==> src/rtl/pnnc_pkg.sv <==
package pnnc_pkg;

  localparam int WFRAC = 12;
  localparam int LEARN_SHIFT = 20;
  localparam logic [3:0] LAST_STEP = 4'd14;

  typedef enum logic [2:0] {
    REG_SET_W   = 3'd0,
    REG_MEAS_W  = 3'd1,
    REG_INIT_OW = 3'd2,
    REG_INIT_LM = 3'd3,
    REG_LRATE   = 3'd4
  } reg_idx_e;

  typedef enum logic [3:0] {
    MS_SP0, MS_MS0, MS_SP1, MS_MS1, MS_SP2, MS_MS2,
    MS_OW0, MS_OW1, MS_OW2, MS_LR, MS_LE0, MS_LE1, MS_LE2
  } mul_sel_e;

  typedef enum logic [1:0] {
    ACC_HOLD,
    ACC_LOAD,
    ACC_ADD
  } acc_op_e;

  typedef enum logic {
    ST_IDLE,
    ST_RUN
  } state_e;

  typedef struct packed {
    logic       start;
    mul_sel_e   mul_sel;
    acc_op_e    acc_op;
    logic       cap_p;
    logic       cap_i;
    logic       cap_d;
    logic       cap_drv;
    logic       cap_le;
    logic [2:0] upd_w;
    logic       upd_lim;
    logic       load_out;
  } cmd_t;

  typedef struct packed {
    logic out_busy;
  } status_t;

  function automatic logic signed [15:0] sat16(input logic signed [31:0] x);
    logic signed [15:0] r;
    if (x > 32'sd32767) r = 16'sh7fff;
    else if (x < -32'sd32768) r = 16'sh8000;
    else r = x[15:0];
    return r;
  endfunction

  function automatic logic signed [31:0] sat32(input logic signed [32:0] x);
    logic signed [31:0] r;
    if (x[32] != x[31]) r = x[32] ? 32'sh80000000 : 32'sh7fffffff;
    else r = x[31:0];
    return r;
  endfunction

  function automatic logic signed [16:0] clamp_abs(input logic signed [32:0] x,
                                                   input logic signed [15:0] lim);
    logic        [16:0] t;
    logic signed [32:0] tp;
    logic signed [32:0] tn;
    logic signed [16:0] r;
    t  = lim[15] ? (17'd0 - {lim[15], lim}) : {1'b0, lim};
    tp = $signed({16'd0, t});
    tn = 33'sd0 - tp;
    if (x > tp) r = tp[16:0];
    else if (x < tn) r = tn[16:0];
    else r = x[16:0];
    return r;
  endfunction

endpackage

==> src/rtl/pnnc_ctrl.sv <==
module pnnc_ctrl (
  input  logic              clk_i,
  input  logic              rst_ni,
  input  logic              in_valid_i,
  output logic              in_stall_o,
  input  pnnc_pkg::status_t status_i,
  output pnnc_pkg::cmd_t    cmd_o
);

  pnnc_pkg::state_e state_q, state_d;
  logic [3:0]       step_q, step_d;

  always_ff @(posedge clk_i or negedge rst_ni) begin
    if (!rst_ni) begin
      state_q <= pnnc_pkg::ST_IDLE;
      step_q  <= 4'd0;
    end else begin
      state_q <= state_d;
      step_q  <= step_d;
    end
  end

  always_comb begin
    state_d = state_q;
    step_d  = step_q;
    unique case (state_q)
      pnnc_pkg::ST_IDLE: begin
        if (in_valid_i) begin
          state_d = pnnc_pkg::ST_RUN;
          step_d  = 4'd0;
        end
      end
      pnnc_pkg::ST_RUN: begin
        if (step_q == pnnc_pkg::LAST_STEP) begin
          if (!status_i.out_busy) state_d = pnnc_pkg::ST_IDLE;
        end else begin
          step_d = step_q + 4'd1;
        end
      end
      default: state_d = pnnc_pkg::ST_IDLE;
    endcase
  end

  always_comb begin
    cmd_o         = '0;
    cmd_o.mul_sel = pnnc_pkg::MS_SP0;
    cmd_o.acc_op  = pnnc_pkg::ACC_HOLD;
    in_stall_o    = (state_q != pnnc_pkg::ST_IDLE);
    cmd_o.start   = (state_q == pnnc_pkg::ST_IDLE) && in_valid_i;
    if (state_q == pnnc_pkg::ST_RUN) begin
      unique case (step_q)
        4'd0: cmd_o.mul_sel = pnnc_pkg::MS_SP0;
        4'd1: begin
          cmd_o.mul_sel = pnnc_pkg::MS_MS0;
          cmd_o.acc_op  = pnnc_pkg::ACC_LOAD;
        end
        4'd2: begin
          cmd_o.mul_sel = pnnc_pkg::MS_SP1;
          cmd_o.acc_op  = pnnc_pkg::ACC_ADD;
        end
        4'd3: begin
          cmd_o.mul_sel = pnnc_pkg::MS_MS1;
          cmd_o.acc_op  = pnnc_pkg::ACC_LOAD;
          cmd_o.cap_p   = 1'b1;
        end
        4'd4: begin
          cmd_o.mul_sel = pnnc_pkg::MS_SP2;
          cmd_o.acc_op  = pnnc_pkg::ACC_ADD;
        end
        4'd5: begin
          cmd_o.mul_sel = pnnc_pkg::MS_MS2;
          cmd_o.acc_op  = pnnc_pkg::ACC_LOAD;
          cmd_o.cap_i   = 1'b1;
        end
        4'd6: begin
          cmd_o.mul_sel = pnnc_pkg::MS_OW0;
          cmd_o.acc_op  = pnnc_pkg::ACC_ADD;
        end
        4'd7: begin
          cmd_o.mul_sel = pnnc_pkg::MS_OW1;
          cmd_o.acc_op  = pnnc_pkg::ACC_LOAD;
          cmd_o.cap_d   = 1'b1;
        end
        4'd8: begin
          cmd_o.mul_sel = pnnc_pkg::MS_OW2;
          cmd_o.acc_op  = pnnc_pkg::ACC_ADD;
        end
        4'd9: begin
          cmd_o.mul_sel = pnnc_pkg::MS_LR;
          cmd_o.acc_op  = pnnc_pkg::ACC_ADD;
        end
        4'd10: begin
          cmd_o.mul_sel = pnnc_pkg::MS_LE0;
          cmd_o.cap_drv = 1'b1;
          cmd_o.cap_le  = 1'b1;
        end
        4'd11: begin
          cmd_o.mul_sel = pnnc_pkg::MS_LE1;
          cmd_o.upd_w   = 3'b001;
        end
        4'd12: begin
          cmd_o.mul_sel = pnnc_pkg::MS_LE2;
          cmd_o.upd_w   = 3'b010;
        end
        4'd13: begin
          cmd_o.upd_w   = 3'b100;
          cmd_o.upd_lim = 1'b1;
        end
        4'd14: cmd_o.load_out = !status_i.out_busy;
        default: cmd_o.acc_op = pnnc_pkg::ACC_HOLD;
      endcase
    end
  end

endmodule

==> src/rtl/pnnc_dp.sv <==
module pnnc_dp (
  input  logic               clk_i,
  input  logic               rst_ni,
  input  pnnc_pkg::cmd_t     cmd_i,
  output pnnc_pkg::status_t  status_o,
  input  logic signed [15:0] setpoint_i,
  input  logic signed [15:0] measurement_i,
  input  logic               adapt_i,
  input  logic               reload_i,
  input  logic               cfg_valid_i,
  input  logic [2:0]         cfg_index_i,
  input  logic [47:0]        cfg_data_i,
  output logic               out_valid_o,
  input  logic               out_stall_i,
  output logic signed [15:0] drive_o,
  output logic               saturated_o
);

  logic [47:0]        set_w_q, meas_w_q, init_ow_q, init_lm_q;
  logic [15:0]        lrate_q;
  logic signed [15:0] sp_q, ms_q;
  logic               adapt_q;
  logic signed [15:0] ow_q [3];
  logic signed [15:0] lim_q [3];
  logic signed [16:0] neu_q [3];
  logic signed [31:0] int_q, prev_q;
  logic signed [50:0] p_q;
  logic signed [35:0] acc_q, acc_d;
  logic signed [33:0] le_q;
  logic signed [15:0] drive_q;
  logic               hit_q;
  logic               out_valid_q;
  logic signed [15:0] drive_out_q;
  logic               sat_out_q;

  logic signed [33:0] a_op;
  logic signed [16:0] b_op;
  logic signed [50:0] prod;
  logic signed [16:0] err;
  logic signed [35:0] acc_shift;
  logic signed [31:0] sum32;
  logic signed [32:0] int_sum, d_diff;
  logic signed [31:0] int_new, d_new;
  logic signed [15:0] drv;
  logic signed [50:0] delta_full;
  logic signed [31:0] delta32;

  assign err        = {sp_q[15], sp_q} - {ms_q[15], ms_q};
  assign acc_shift  = acc_q >>> pnnc_pkg::WFRAC;
  assign sum32      = acc_shift[31:0];
  assign int_sum    = {int_q[31], int_q} + {sum32[31], sum32};
  assign int_new    = pnnc_pkg::sat32(int_sum);
  assign d_diff     = {sum32[31], sum32} - {prev_q[31], prev_q};
  assign d_new      = pnnc_pkg::sat32(d_diff);
  assign drv        = pnnc_pkg::sat16(sum32);
  assign delta_full = p_q >>> pnnc_pkg::LEARN_SHIFT;
  assign delta32    = delta_full[31:0];

  always_comb begin
    a_op = '0;
    b_op = '0;
    case (cmd_i.mul_sel)
      pnnc_pkg::MS_SP0: begin
        a_op = 34'($signed(set_w_q[15:0]));
        b_op = 17'(sp_q);
      end
      pnnc_pkg::MS_MS0: begin
        a_op = 34'($signed(meas_w_q[15:0]));
        b_op = 17'(ms_q);
      end
      pnnc_pkg::MS_SP1: begin
        a_op = 34'($signed(set_w_q[31:16]));
        b_op = 17'(sp_q);
      end
      pnnc_pkg::MS_MS1: begin
        a_op = 34'($signed(meas_w_q[31:16]));
        b_op = 17'(ms_q);
      end
      pnnc_pkg::MS_SP2: begin
        a_op = 34'($signed(set_w_q[47:32]));
        b_op = 17'(sp_q);
      end
      pnnc_pkg::MS_MS2: begin
        a_op = 34'($signed(meas_w_q[47:32]));
        b_op = 17'(ms_q);
      end
      pnnc_pkg::MS_OW0: begin
        a_op = 34'(ow_q[0]);
        b_op = neu_q[0];
      end
      pnnc_pkg::MS_OW1: begin
        a_op = 34'(ow_q[1]);
        b_op = neu_q[1];
      end
      pnnc_pkg::MS_OW2: begin
        a_op = 34'(ow_q[2]);
        b_op = neu_q[2];
      end
      pnnc_pkg::MS_LR: begin
        a_op = 34'(err);
        b_op = $signed({1'b0, lrate_q});
      end
      pnnc_pkg::MS_LE0: begin
        a_op = p_q[33:0];
        b_op = neu_q[0];
      end
      pnnc_pkg::MS_LE1: begin
        a_op = le_q;
        b_op = neu_q[1];
      end
      pnnc_pkg::MS_LE2: begin
        a_op = le_q;
        b_op = neu_q[2];
      end
      default: begin
        a_op = '0;
        b_op = '0;
      end
    endcase
  end

  assign prod = a_op * b_op;

  always_comb begin
    case (cmd_i.acc_op)
      pnnc_pkg::ACC_LOAD: acc_d = p_q[35:0];
      pnnc_pkg::ACC_ADD:  acc_d = acc_q + p_q[35:0];
      default:            acc_d = acc_q;
    endcase
  end

  // configuration registers
  always_ff @(posedge clk_i or negedge rst_ni) begin
    if (!rst_ni) begin
      set_w_q   <= '0;
      meas_w_q  <= '0;
      init_ow_q <= '0;
      init_lm_q <= '0;
      lrate_q   <= '0;
    end else if (cfg_valid_i) begin
      unique case (cfg_index_i)
        pnnc_pkg::REG_SET_W:   set_w_q   <= cfg_data_i;
        pnnc_pkg::REG_MEAS_W:  meas_w_q  <= cfg_data_i;
        pnnc_pkg::REG_INIT_OW: init_ow_q <= cfg_data_i;
        pnnc_pkg::REG_INIT_LM: init_lm_q <= cfg_data_i;
        pnnc_pkg::REG_LRATE:   lrate_q   <= cfg_data_i[15:0];
        default: ;
      endcase
    end
  end

  // arithmetic pipeline registers
  always_ff @(posedge clk_i) begin
    p_q   <= prod;
    acc_q <= acc_d;
    if (cmd_i.start) begin
      sp_q    <= setpoint_i;
      ms_q    <= measurement_i;
      adapt_q <= adapt_i;
    end
    if (cmd_i.cap_p) neu_q[0] <= pnnc_pkg::clamp_abs({sum32[31], sum32}, lim_q[0]);
    if (cmd_i.cap_i) neu_q[1] <= pnnc_pkg::clamp_abs({int_new[31], int_new}, lim_q[1]);
    if (cmd_i.cap_d) neu_q[2] <= pnnc_pkg::clamp_abs({d_new[31], d_new}, lim_q[2]);
    if (cmd_i.cap_le) le_q <= p_q[33:0];
    if (cmd_i.cap_drv) drive_q <= drv;
  end

  // adaptive state
  always_ff @(posedge clk_i or negedge rst_ni) begin
    if (!rst_ni) begin
      for (int k = 0; k < 3; k++) begin
        ow_q[k]  <= '0;
        lim_q[k] <= '0;
      end
      int_q  <= '0;
      prev_q <= '0;
      hit_q  <= 1'b0;
    end else begin
      if (cmd_i.start) begin
        hit_q <= 1'b0;
        if (reload_i) begin
          for (int k = 0; k < 3; k++) begin
            ow_q[k]  <= init_ow_q[16*k +: 16];
            lim_q[k] <= init_lm_q[16*k +: 16];
          end
          int_q <= '0;
        end
      end
      if (cmd_i.cap_i) begin
        int_q <= int_new;
        if (int_sum != {int_new[31], int_new}) hit_q <= 1'b1;
      end
      if (cmd_i.cap_d) prev_q <= sum32;
      if (cmd_i.cap_drv && ({{16{drv[15]}}, drv} != sum32)) hit_q <= 1'b1;
      if (adapt_q) begin
        for (int k = 0; k < 3; k++) begin
          if (cmd_i.upd_w[k]) ow_q[k] <= pnnc_pkg::sat16(32'(ow_q[k]) + delta32);
          if (cmd_i.upd_lim) lim_q[k] <= pnnc_pkg::sat16(32'(lim_q[k]) + 32'(err));
        end
      end
    end
  end

  // result register
  always_ff @(posedge clk_i or negedge rst_ni) begin
    if (!rst_ni) begin
      out_valid_q <= 1'b0;
      drive_out_q <= '0;
      sat_out_q   <= 1'b0;
    end else if (cmd_i.load_out) begin
      out_valid_q <= 1'b1;
      drive_out_q <= drive_q;
      sat_out_q   <= hit_q;
    end else if (!out_stall_i) begin
      out_valid_q <= 1'b0;
    end
  end

  assign status_o.out_busy = out_valid_q && out_stall_i;
  assign out_valid_o       = out_valid_q;
  assign drive_o           = drive_out_q;
  assign saturated_o       = sat_out_q;

endmodule

==> src/rtl/pid_neural_net_controller.sv <==
// one step of a shared 34x17 multiplier per cycle through forward pass and
// weight learning; a waiting result stalls the last step
// a new item is taken only after the last one has finished
// reset: asynchronous active low; clears config, weights, limits, integrator,
// previous d sum and the handshake state
module pid_neural_net_controller (
  input  logic               clk_i,
  input  logic               rst_ni,
  input  logic               in_valid_i,
  output logic               in_stall_o,
  input  logic signed [15:0] setpoint_i,
  input  logic signed [15:0] measurement_i,
  input  logic               adapt_i,
  input  logic               reload_i,
  output logic               out_valid_o,
  input  logic               out_stall_i,
  output logic signed [15:0] drive_o,
  output logic               saturated_o,
  input  logic               cfg_valid_i,
  output logic               cfg_ready_o,
  input  logic [2:0]         cfg_index_i,
  input  logic [47:0]        cfg_data_i
);

  pnnc_pkg::cmd_t    cmd;
  pnnc_pkg::status_t status;

  assign cfg_ready_o = 1'b1;

  pnnc_ctrl u_ctrl (
    .clk_i      (clk_i),
    .rst_ni     (rst_ni),
    .in_valid_i (in_valid_i),
    .in_stall_o (in_stall_o),
    .status_i   (status),
    .cmd_o      (cmd)
  );

  pnnc_dp u_dp (
    .clk_i         (clk_i),
    .rst_ni        (rst_ni),
    .cmd_i         (cmd),
    .status_o      (status),
    .setpoint_i    (setpoint_i),
    .measurement_i (measurement_i),
    .adapt_i       (adapt_i),
    .reload_i      (reload_i),
    .cfg_valid_i   (cfg_valid_i && cfg_ready_o),
    .cfg_index_i   (cfg_index_i),
    .cfg_data_i    (cfg_data_i),
    .out_valid_o   (out_valid_o),
    .out_stall_i   (out_stall_i),
    .drive_o       (drive_o),
    .saturated_o   (saturated_o)
  );

endmodule

==> config.mk <==
export PLATFORM = sky130hd
export DESIGN_NAME = pid_neural_net_controller
export DESIGN_NICKNAME = d
export VERILOG_FILES = /design/src/rtl/pnnc_pkg.sv /design/src/rtl/pnnc_ctrl.sv /design/src/rtl/pnnc_dp.sv /design/src/rtl/pid_neural_net_controller.sv
export SDC_FILE = /design/constraint.sdc
export NUM_CORES = 2
export LEC_CHECK = 0
export ABC_AREA = 1
export BUFFER_PORTS_ARGS = -buffer_cell sky130_fd_sc_hd__buf_4
export CAP_MARGIN = 20
export CORE_MARGIN = 8
export CORE_UTILIZATION = 40
export DETAILED_ROUTE_END_ITERATION = 10
export GPL_TIMING_DRIVEN = 1
export PLACE_DENSITY = 0.65
export SETUP_SLACK_MARGIN = 0.2
export SYNTH_ARGS = -nofsm -noshare
export SYNTH_HDL_FRONTEND = slang
export SYNTH_SLANG_ARGS = --single-unit
==> constraint.sdc <==
create_clock -name clk_i -period 8.57 [get_ports clk_i]
set_clock_uncertainty 0.05 [all_clocks]
set_input_delay 0.4285 -clock clk_i [delete_from_list [all_inputs] [get_ports clk_i]]
set_output_delay 0.4285 -clock clk_i [all_outputs]
set_load 0.02 [all_outputs]
# [After elaboration in Yosys (flattened, before gate mapping)]
# Memories as Yosys holds them, arrays and structs flattened.
# Cells that the tools add are included.
[op_classes] multipliers=1 add_sub_neg=17 eq_ne=39 bitwise=1 n_lt_le_gt_ge=20 muxes=83 reduce_logical=26
[op_table] cell="34-bit one-hot mux with 12 select lines" n=1
[op_table] cell="16-bit two-way mux" n=21
[op_table] cell="48-bit two-way mux" n=6
[op_table] cell="17-bit two-way mux" n=14
[op_table] cell="32-bit two-way mux" n=7
[op_table] cell="32-bit by 16-bit greater-than comparator with 1-bit output, second input constant" n=6
[op_table] cell="32-bit by 16-bit less-than comparator with 1-bit output, second input constant" n=6
[op_table] cell="17-bit one-hot mux with 6 select lines" n=1
[op_table] cell="16-bit by 31-bit adder with 32-bit output" n=3
[op_table] cell="36-bit one-hot mux with 2 select lines" n=1
[op_table] cell="32-bit by 18-bit greater-than comparator with 1-bit output" n=2
[op_table] cell="32-bit by 18-bit less-than comparator with 1-bit output" n=2
[op_table] cell="16-bit by 17-bit adder with 18-bit output" n=3
[op_table] cell="1-bit by 17-bit subtractor with 18-bit output, first input constant" n=3
[op_table] cell="34-bit by 17-bit multiplier with 51-bit output" n=1
[op_table] cell="1-bit by 16-bit subtractor with 17-bit output, first input constant" n=3
[op_table] cell="4-bit equality test, second input constant" n=12
[op_table] cell="4-bit one-hot mux with 12 select lines" n=1
[op_table] cell="36-bit adder" n=1
[op_table] cell="17-bit OR reduction" n=2
[op_table] cell="32-bit by 24-bit adder with 33-bit output" n=1
[op_table] cell="33-bit != test" n=1
[op_table] cell="4-bit by 3-bit equality test with 1-bit output, second input constant" n=8
[op_table] cell="32-bit != test" n=1
[op_table] cell="other kinds (35)" n=80
[totals] wordCells=214 in_bits=90 output_inout_bits=20 reg_bits=554 mem_bits_rw=51 mem_count=1
[memory_table] memory="u_dp.neu_q" depth=3 width=17 read_ports=3 rd_ports_with_merged_regs=0 wr=1 line="pnnc_dp.sv:25" rtl="logic signed [16:0] neu_q [3];"

# [Depth between registers and ports, before layout]
[logic_depth] word_depth=9 ltp_mapped=48 ltp_nobuf=46

# [By module]
# Synthesis repeated with hierarchy kept, for this count alone.
[unflattened] hier_cells=9064 hier_area_um2=66631.4
[by_module_without_submodules] module="pnnc_dp" n_inst=1 cells_each=8988 area_per_inst_um2=66100.9
[by_module_without_submodules] module="pnnc_ctrl" n_inst=1 cells_each=74 area_per_inst_um2=519.2
[by_module_without_submodules] module="pid_neural_net_controller" n_inst=1 cells_each=2 area_per_inst_um2=11.3

# [Worst setup path after synthesis]
# Ideal clock, no wire load.
[synth_timing] path_type="register -> register" from="reg u_ctrl.step_q[0]" to="reg u_dp.p_q[50]" path_buffers=1 path_slack_ns=0.723 stages_incl_launch_ff=33 period_less_slack_ns=7.847 setup_time_ns=0.122 t_arrival_ns=7.675 cell_sequence="dfrtp_1 -> inv_1 -> ha_1 -> o21ai_1 -> nand3_2 -> nor2_2 -> nor2_8 -> nor2_4 -> nand2_1 -> o21ai_1 -> nor2_8 -> nand2_4 -> nor3_4 -> buf_6 -> nor2_1 -> inv_1 -> fa_1 -> inv_1 -> fa_1 -> fa_1 -> fa_1 -> fa_1 -> inv_1 -> fa_1 -> inv_1 -> ha_1 -> a21oi_1 -> o21ai_0 -> a21oi_1 -> nor2_1 -> a2111oi_0 -> nand4_1 -> xor2_1"
[synth_between] elab_chain_len=7 elab_cells_between_ends=36 cone_classes="1 x mul; 24 x eq/ne; 4 x mux; 7 x reduce/logical"
[synth_lines] item="start: declaration" line="pnnc_ctrl.sv:11" rtl="logic [3:0] step_q, step_d;"
[synth_lines] item="start signal: assignment" line="pnnc_ctrl.sv:19" rtl="step_q <= step_d;"
[synth_lines] item="4-bit equality test, or another cell as far along" line="pnnc_ctrl.sv:51" rtl="unique case (step_q)"
[synth_lines] item="4-bit one-hot mux with 12 select lines *" line="pnnc_ctrl.sv:51"
[synth_lines] item="16-bit two-way mux *" line="pnnc_ctrl.sv:50" rtl="if (state_q == pnnc_pkg::ST_RUN) begin"
[synth_lines] item="4-bit equality test, or another cell as far along" line="pnnc_dp.sv:62" rtl="case (cmd_i.mul_sel)"
[synth_lines] item="2-bit OR reduction (no source line) or 3-bit OR reduction (tied branches)"
[synth_lines] item="34-bit one-hot mux with 12 select lines or 17-bit one-hot mux with 6 select lines (tied branches)" line="pnnc_dp.sv:62"
[synth_lines] item="34-bit by 17-bit multiplier with 51-bit output *" line="pnnc_dp.sv:122" rtl="assign prod = a_op * b_op;"
[synth_lines] item="named net u_dp.prod[50]" line="pnnc_dp.sv:38" rtl="logic signed [50:0] prod;"
[synth_lines] item="end signal: assignment" line="pnnc_dp.sv:154" rtl="p_q <= prod;"
[synth_lines] item="end: declaration" line="pnnc_dp.sv:27" rtl="logic signed [50:0] p_q;"
# The timed path passes the listed nets; every way through them passes the cells marked *.
# A chain may end at the register's enable or synchronous reset.

# [Final worst setup path]
[layout_timing] from="reg u_ctrl.step_q[1]" to="reg u_dp.p_q[50]"
# Same word-level chain as after synthesis.

==> impl_metrics.yaml <==
synth:
  synthFlopType: "dfrtp_1"
  ys_warn_count: 0
  synthTopCellsByArea: "fa_1 (17%), dfrtp_1 (14%), nand2_1 (13%), ha_1 (9.6%), inv_1 (8.3%)"
  ys_seq_elements: 605
  seq_area_frac_synth_pct: 23.70
  syn_avg_cell_area_um2: 7.407
  synth_cell_types: 71
  synth_cells: 8962
  async_flop_share_pct: 63.47
  syn_area_um2: 66380
  netlist.area_leader.share_pct: 16.92
  yosys.area.top_type: "fa_1"
  synth-edff-count: 170
route:
  ant_nets: 0
  wirelength_um: 252600
  vias_per_cell: 5.381
  first_pass_iters: 6
  wl_per_cell_um: 21.48
  first_iter_violations: 6193
  drc_errors: 0
  num_vias: 63290
setup_path:
  r2r.worst_path.cells: 32
  critPathLaunchType: "flip-flop"
  regToRegSetupSlack_ns: 0.18
  slowest_delay_ns: 0.66
  arrival_ns: 8.95
  slowest_stage: "fa_1"
  critPathCaptureType: "flip-flop"
  critPathKind: "flip-flop to flip-flop"
  cp.required_ns: 9.13
  crit_fanout: 14
  r2r_start: "u_ctrl.step_q[1]"
  reg2reg_to: "u_dp.p_q[50]"
clocking:
  htree_levels: 3
  cts_buffer_depth: 3
  worstSkewPairLatency_ns: 0.71
  cts_tree: "done"
  clk_pin_slew_worst_paths_ns: 0.06
  cts_buffers: 77
  cts_sinks: 605
  root_buffer: "clkbuf_16"
floorplan:
  rows: 149
  fp.coreArea_um2: 164800
  die_w_um: 423.4
  die-area_um2: 179200
  num_io_pins: 110
  die_h_um: 423.4
  start_util_pct: 40.28
global_route:
  grt_start_max_net_pins: 166
  grt_antenna_before_repair: 9
  grtUsageMet1_pct: 36.59
  busiest_layer: "met2"
  gr-total-overflow: 0
  grt_pass1_vias: 61470
  track_usage_pct: 27.22
  grt_use_met3_pct: 3.360
  grt_pass1_wl_um: 375800
  gr-usage-met2_pct: 42.56
finish:
  register_area_um2: 15740
  final_cell_mix: "nand2_1 (2,355), inv_1 (1,457), nor2_1 (790)"
  n_fill_cell: 16560
  final_cells: 11760
  drive_gt1_share_pct: 11.76
  final_common_cell: "nand2_1"
  area_growth_pct: 17.28
  nets: 10670
  multi_input_area_um2: 45110
run_status:
  status: "finished clean"
worst_hold_path:
  whs_path_depth: 3
  holdCritStartpoint: "cfg_data_i[25]"
  hp-class: "input pin to flip-flop"
  whs_endpoint: "u_dp.meas_w_q[25]"
timing:
  fmax_mhz: 119.2
  fin_crit_ns: 8.389
  post-route-period-util_pct: 97.89
  slew_headroom_pct: 20.36
  finalMaxSlewViolations: 0
  tightest_slew_ns: 1.190
  rsz0062_at_grt: "yes"
  finalSetupTns_ns: 0
  hold_violations: 0
  whs_ns: 0.04100
  setup_viol: 0
placed_design:
  port_buffers: 108
  place_inst: 11530
  dp_hpwl_um: 204900
  gp_congestion: 0.9990
run:
  max_cap_viol_count: 0
[how the worst max path moves through the flow]
stage	from	endpoint	slack, ns	cells after the start
floorplan	u_ctrl.step_q[0]	u_dp.p_q[50]	0.72	32
global placement	u_ctrl.step_q[0]	u_dp.p_q[50]	-0.51	40
detailed placement	u_ctrl.step_q[0]	u_dp.p_q[50]	-0.62	36
CTS	u_ctrl.step_q[1]	u_dp.p_q[50]	0.15	41
global route	u_ctrl.step_q[1]	u_dp.p_q[50]	0.003	37
finish	u_ctrl.step_q[1]	u_dp.p_q[50]	0.18	32
[cells by family after synthesis]
| group | after synthesis | synth area share [%] |
|---|---|---|
| DFF | 605 | 23.70 |
| AOI/OAI and AO/OA | 1458 | 12.18 |
| adders and majority gates | 1072 | 26.55 |
| and+or+nand+nor | 3839 | 24.09 |
| other | 1 | 0.005649 |
| buffers and inverters | 1738 | 10.19 |
| xor gates and xnor gates | 249 | 3.285 |
[per-stage QoR]
step           area (um^2)  util [%]  worst slack [ns]
2_1_floorplan        66390         -            0.7233
4_1_cts              76460     46.39            0.1523
3_3_place_gp         72940     44.26           -0.5090
5_1_grt              77850     47.24          0.003314
6_report             77850     47.24            0.1809
3_5_place_dp         72950     44.26           -0.6166
[state kept, by name (all words and copies together), names as in the netlist, 24 cells and up]
name            flops
u_dp.set_w_q       48
u_dp.acc_q         36
u_dp.lim_q         48
u_dp.init_lm_q     48
u_dp.neu_q         51
u_dp.meas_w_q      48
u_dp.int_q         32
u_dp.init_ow_q     48
u_dp.prev_q        24
u_dp.le_q          34
u_dp.p_q           51
u_dp.ow_q          48
[final cells by class]
class                           count  share of cell area (%)
Timing Repair Buffer              692                   7.528
Timing Repair inverter              1                0.009643
Sequential cell                   605                   20.22
Inverter                         1511                   7.370
Clock inverter                     42                  0.7152
Tap cell                         2189                   3.518
Clock buffer                       97                   2.689
Antenna cell                        2                0.006429
Multi-Input combinational cell   6622                   57.95
[critical path, delay by kind of cell, from the launching register on]
kind	cells	cell delay, ns
flops	1	0.40
compound gates	1	0.19
xor+xnor	1	0.15
fa+ha+maj	8	3.79
simple gates	15	2.69
buf+inv	7	1.02
[repair_timing]
action,CTS,global route
setup buffers,10,38
cloned,1,2
hold buffers,37,0
endpoints found under the setup margin,31,31
gates resized for setup,96,231
endpoints found under the hold margin,132,0
pin swaps,23,84
[routing by layer]
layer / up-vias / part of all wire [%]
met5: - / 0
met4: 0 / 6.9
met3: 535 / 7.0
met2: 2497 / 44
met1: 30620 / 42
li1: 29630 / -
[cell usage after synthesis, types with 81 or more instances]
cell type,number
fa_1,561
inv_1,1469
edfxtp_1,170
nand2_1,2377
nor3_1,81
o21ai_0,599
xnor2_1,101
dfrtp_1,384
clkbuf_1,127
nand4_1,87
nand3_1,321
a21oi_1,588
xor2_1,148
ha_1,511
nor2_1,820
Power is left out: the tool's default activity adds up to more than one toggle a clock period on the data nets, which glitch-free logic cannot reach.
